--- src/design/bsa_ram.sv ---
// Generic single-port RAM with registered read.
module bsa_ram #(
  parameter int Width = 8,
  parameter int Depth = 16
) (
  input  logic                     clk,
  input  logic                     we,
  input  logic [$clog2(Depth)-1:0] addr,
  input  logic [Width-1:0]         wdata,
  output logic [Width-1:0]         rdata
);
  logic [Width-1:0] mem [Depth];

  always_ff @(posedge clk) begin
    if (we) begin
      mem[addr] <= wdata;
    end
    rdata <= mem[addr];
  end
endmodule

--- config.mk ---
export PLATFORM = sky130hd
export DESIGN_NAME = bsa_ram
export DESIGN_NICKNAME = d
export VERILOG_FILES = /design/src/design/bsa_ram.sv
export SDC_FILE = /design/constraint.sdc
export NUM_CORES = 1
export LEC_CHECK = 0
export BUFFER_PORTS_ARGS = -buffer_cell sky130_fd_sc_hd__buf_2
export CELL_PAD_IN_SITES_DETAIL_PLACEMENT = 0
export CELL_PAD_IN_SITES_GLOBAL_PLACEMENT = 1
export CORE_MARGIN = 2
export CORE_UTILIZATION = 53
export DETAILED_ROUTE_END_ITERATION = 7
export PLACE_DENSITY_LB_ADDON = 0.1
export SYNTH_ARGS = -nofsm -noshare
export SYNTH_HDL_FRONTEND = slang
export SYNTH_SLANG_ARGS = --single-unit
--- constraint.sdc ---
create_clock -name clk -period 1.8 [get_ports clk]
set_input_delay 0.09 -clock clk [delete_from_list [all_inputs] [get_ports clk]]
set_output_delay 0.09 -clock clk [all_outputs]
set_load 0.005 [all_outputs]
==> run_results.csv <==
group,metric,value,unit
yosys,netlist.area_leader.share,75.9,%
timing,finalSetupViolations,0,
timing,finalMaxSlewViolations,0,
power,power,0.00763,W
floorplan,die_width,102,um
worst_setup_path,crit_buf_inv,0,
placement,place_congestion,0.784,
detailed_routing,wire_per_inst,21.7,um
grt,grt.overflow.total,0,
flow_run,cap_violations,0,
worst_setup_path,required,2.19,ns
yosys,yosysMostFrequentCell,"edfxtp_1",
worst_setup_path,cp_max_fo,1,
placement,dp_slack,0.263,ns
cts,post_cts_buffers,0,
yosys,synth_area_per_cell,22.0,um2
detailed_routing,viasPerCell,5.60,
timing,slew_headroom,63.6,%
yosys,synth_top_cell_by_area,"edfxtp_1",
finish,regArea,4000,um2
floorplan,die-area,10400,um2
worst_setup_path,cp_top_family,"multiplexers",
yosys,synth-edff-count,128,
finish,layout-drive-gt1-share,35.4,%
yosys,ys_types,18,
finish,areaGrowthSynthToFinish,22.5,%
timing,fin_crit,1.36,ns
power,p_per_area,1230,nW/um2
detailed_routing,vias,2414,
detailed_routing,antenna_left,0,
power,irDropWorstVdd,0.925,mV
cts,cts.sinks,136,
yosys,synthCells,230,
timing,setup_slack,0.435,ns
floorplan,row_count,35,
cts,root_buffer,"clkbuf_8",
floorplan,initial_core_util,54.8,%
yosys,ys_seq_elements,136,
cts,cts.clk_slew.worst_paths,0.06,ns
worst_setup_path,max_stage_delay,0.52,ns
worst_setup_path,slowest_stage,"mux4_2",
detailed_routing,drtIter0Drc,172,
finish,fillerInstances,590,
cts,clk_latency,0.50,ns
detailed_routing,drtPass1Iterations,4,
yosys,synth.net_count,244,
worst_setup_path,cp_cell_sequence,"mux4_2 -> a22oi_1 -> nand2_1",
yosys,ys.flop_type,"edfxtp_1",
cts,cts_buffers,17,
worst_setup_path,path_class,"reg2reg",
detailed_routing,wl,9350,um
grt,antenna_found_initial,0,
timing,final_hold_viol_count,0,
worst_setup_path,worstSetupEndpointType,"register",
cts,cts_buffer_depth,2,
timing,rsz0062_at_grt,"no",
power,leakage,2.10,nW
timing,whs,0.163,ns
timing,fmax,733,MHz
yosys,yosys-top-cells-area,"edfxtp_1, mux4_2, dfxtp_1",
grt,grt_use_total,20.1,%
placement,hpwlAfterDp,5800,um
detailed_routing,route.detailed.drc,0,
placement,io_buffer_count,21,
floorplan,die_y,102,um
timing,tns,0,ns
run_status,status,"finished, final reports clean",
finish,final_nets,303,
yosys,async_flop_share,0,%
grt,grt_pass1_wl,14500,um
timing,finClkSkew,0.00905,ns
cts,htreeDepth,4,
cts,cts_tree,"yes",
yosys,synth_area,5070,um2
timing,tightest_slew,0.543,ns
floorplan,ios,22,
cts,post_cts_resized,0,
worst_setup_path,startpoint_type,"register",
yosys,yosysSeqAreaShare,79.0,%
timing,timing.final.crit_share,75.8,%
finish,multi_input_area,1000,um2
finish,antenna_cells,0,
yosys,yosysWarnings,0,
grt,grt_pass1_vias,2562,
grt,grt_max_degree,27,
worst_setup_path,critPathArrivalTime,1.75,ns
yosys,ys_top_cells_by_count,"edfxtp_1, mux4_2, a22oi_1",
min_path,hp-class,"in2reg",
floorplan,core,9240,um2
-- cells in the final DEF (no fill, tap or decap), drive strengths merged --
cell / count
nor2b: 2
mux4: 32
nor3: 4
and2: 1
buf: 43
nor2: 13
clkinvlp: 1
clkbuf: 21
dfxtp: 8
dlygate4sd3: 8
bufinv: 5
or3b: 1
clkinv: 4
nand3b: 2
nand2b: 2
nand3: 1
nand2: 9
a22oi: 16
inv: 1
edfxtp: 128
-- path summary, 6_finish.rpt --
| path | startpoint | to | slack (ns) | cells after the start |
|---|---|---|---|---|
| worst max-delay path | mem[7][7] | rdata[7] | 0.44 | 3 |
| worst min-delay path | addr[0] | rdata[5] | 0.16 | 4 |
| worst max register to register | mem[7][7] | rdata[7] | 0.44 | 3 |
| worst min register to register | mem[15][0] | rdata[0] | 0.67 | 3 |
-- power breakdown --
part	internal (W)	switching (W)
combinational	0.000160	0.000183
sequential	0.00354	0.0000187
clock	0.00251	0.00122
total	0.00621	0.00143
-- worst min-delay path: stages --
cell	delay, ns
buf_2	0.16
mux4_2	0.23
a22oi_1	0.08
nand2_1	0.07
-- registers in the layout, indices dropped and copies added (netlist names) --
register  count
rdata         8
mem         128
-- metal layers --
| layer | GRT usage (%) | wire length (um) | vias to the layer above |
|---|---|---|---|
| met5 | 0 | 0 | - |
| met2 | 31.5 | 4650 | 69 |
| met3 | 5.11 | 326 | 12 |
| met1 | 28.0 | 4270 | 1251 |
| met4 | 6.55 | 102 | 0 |
| li1 | - | - | 1082 |
-- area by class of cell --
type                    count  share of cell area [%]
multi-input cells          83                    16.2
clock buffers              21                    7.39
clock inverters            11                    3.12
flip-flops and latches    136                    64.5
well taps                 129                    2.60
repair buffers             51                    6.25
-- repair_timing --
action / CTS / global route
hold buffers: 8 / 0
endpoints found under the setup margin: 0 / 0
hold endpoints to repair: 128 / 0
-- kinds of logic after synthesis --
family / after synthesis / synth area share, %
compound gates: 16 / 2.37
simple gates: 35 / 3.21
mux: 32 / 14.2
buf+inv: 11 / 1.19
flops: 136 / 79.0
-- stage by stage --
step	utilization, %	cell area [um2]	instances
3_3_place_gp	59.3	5480	391
5_1_grt	67.2	6210	431
4_1_cts	67.2	6210	431
6_report	67.2	6210	431
3_5_place_dp	59.3	5480	391
2_1_floorplan	-	5070	230
(Power assumes the default switching activity.)
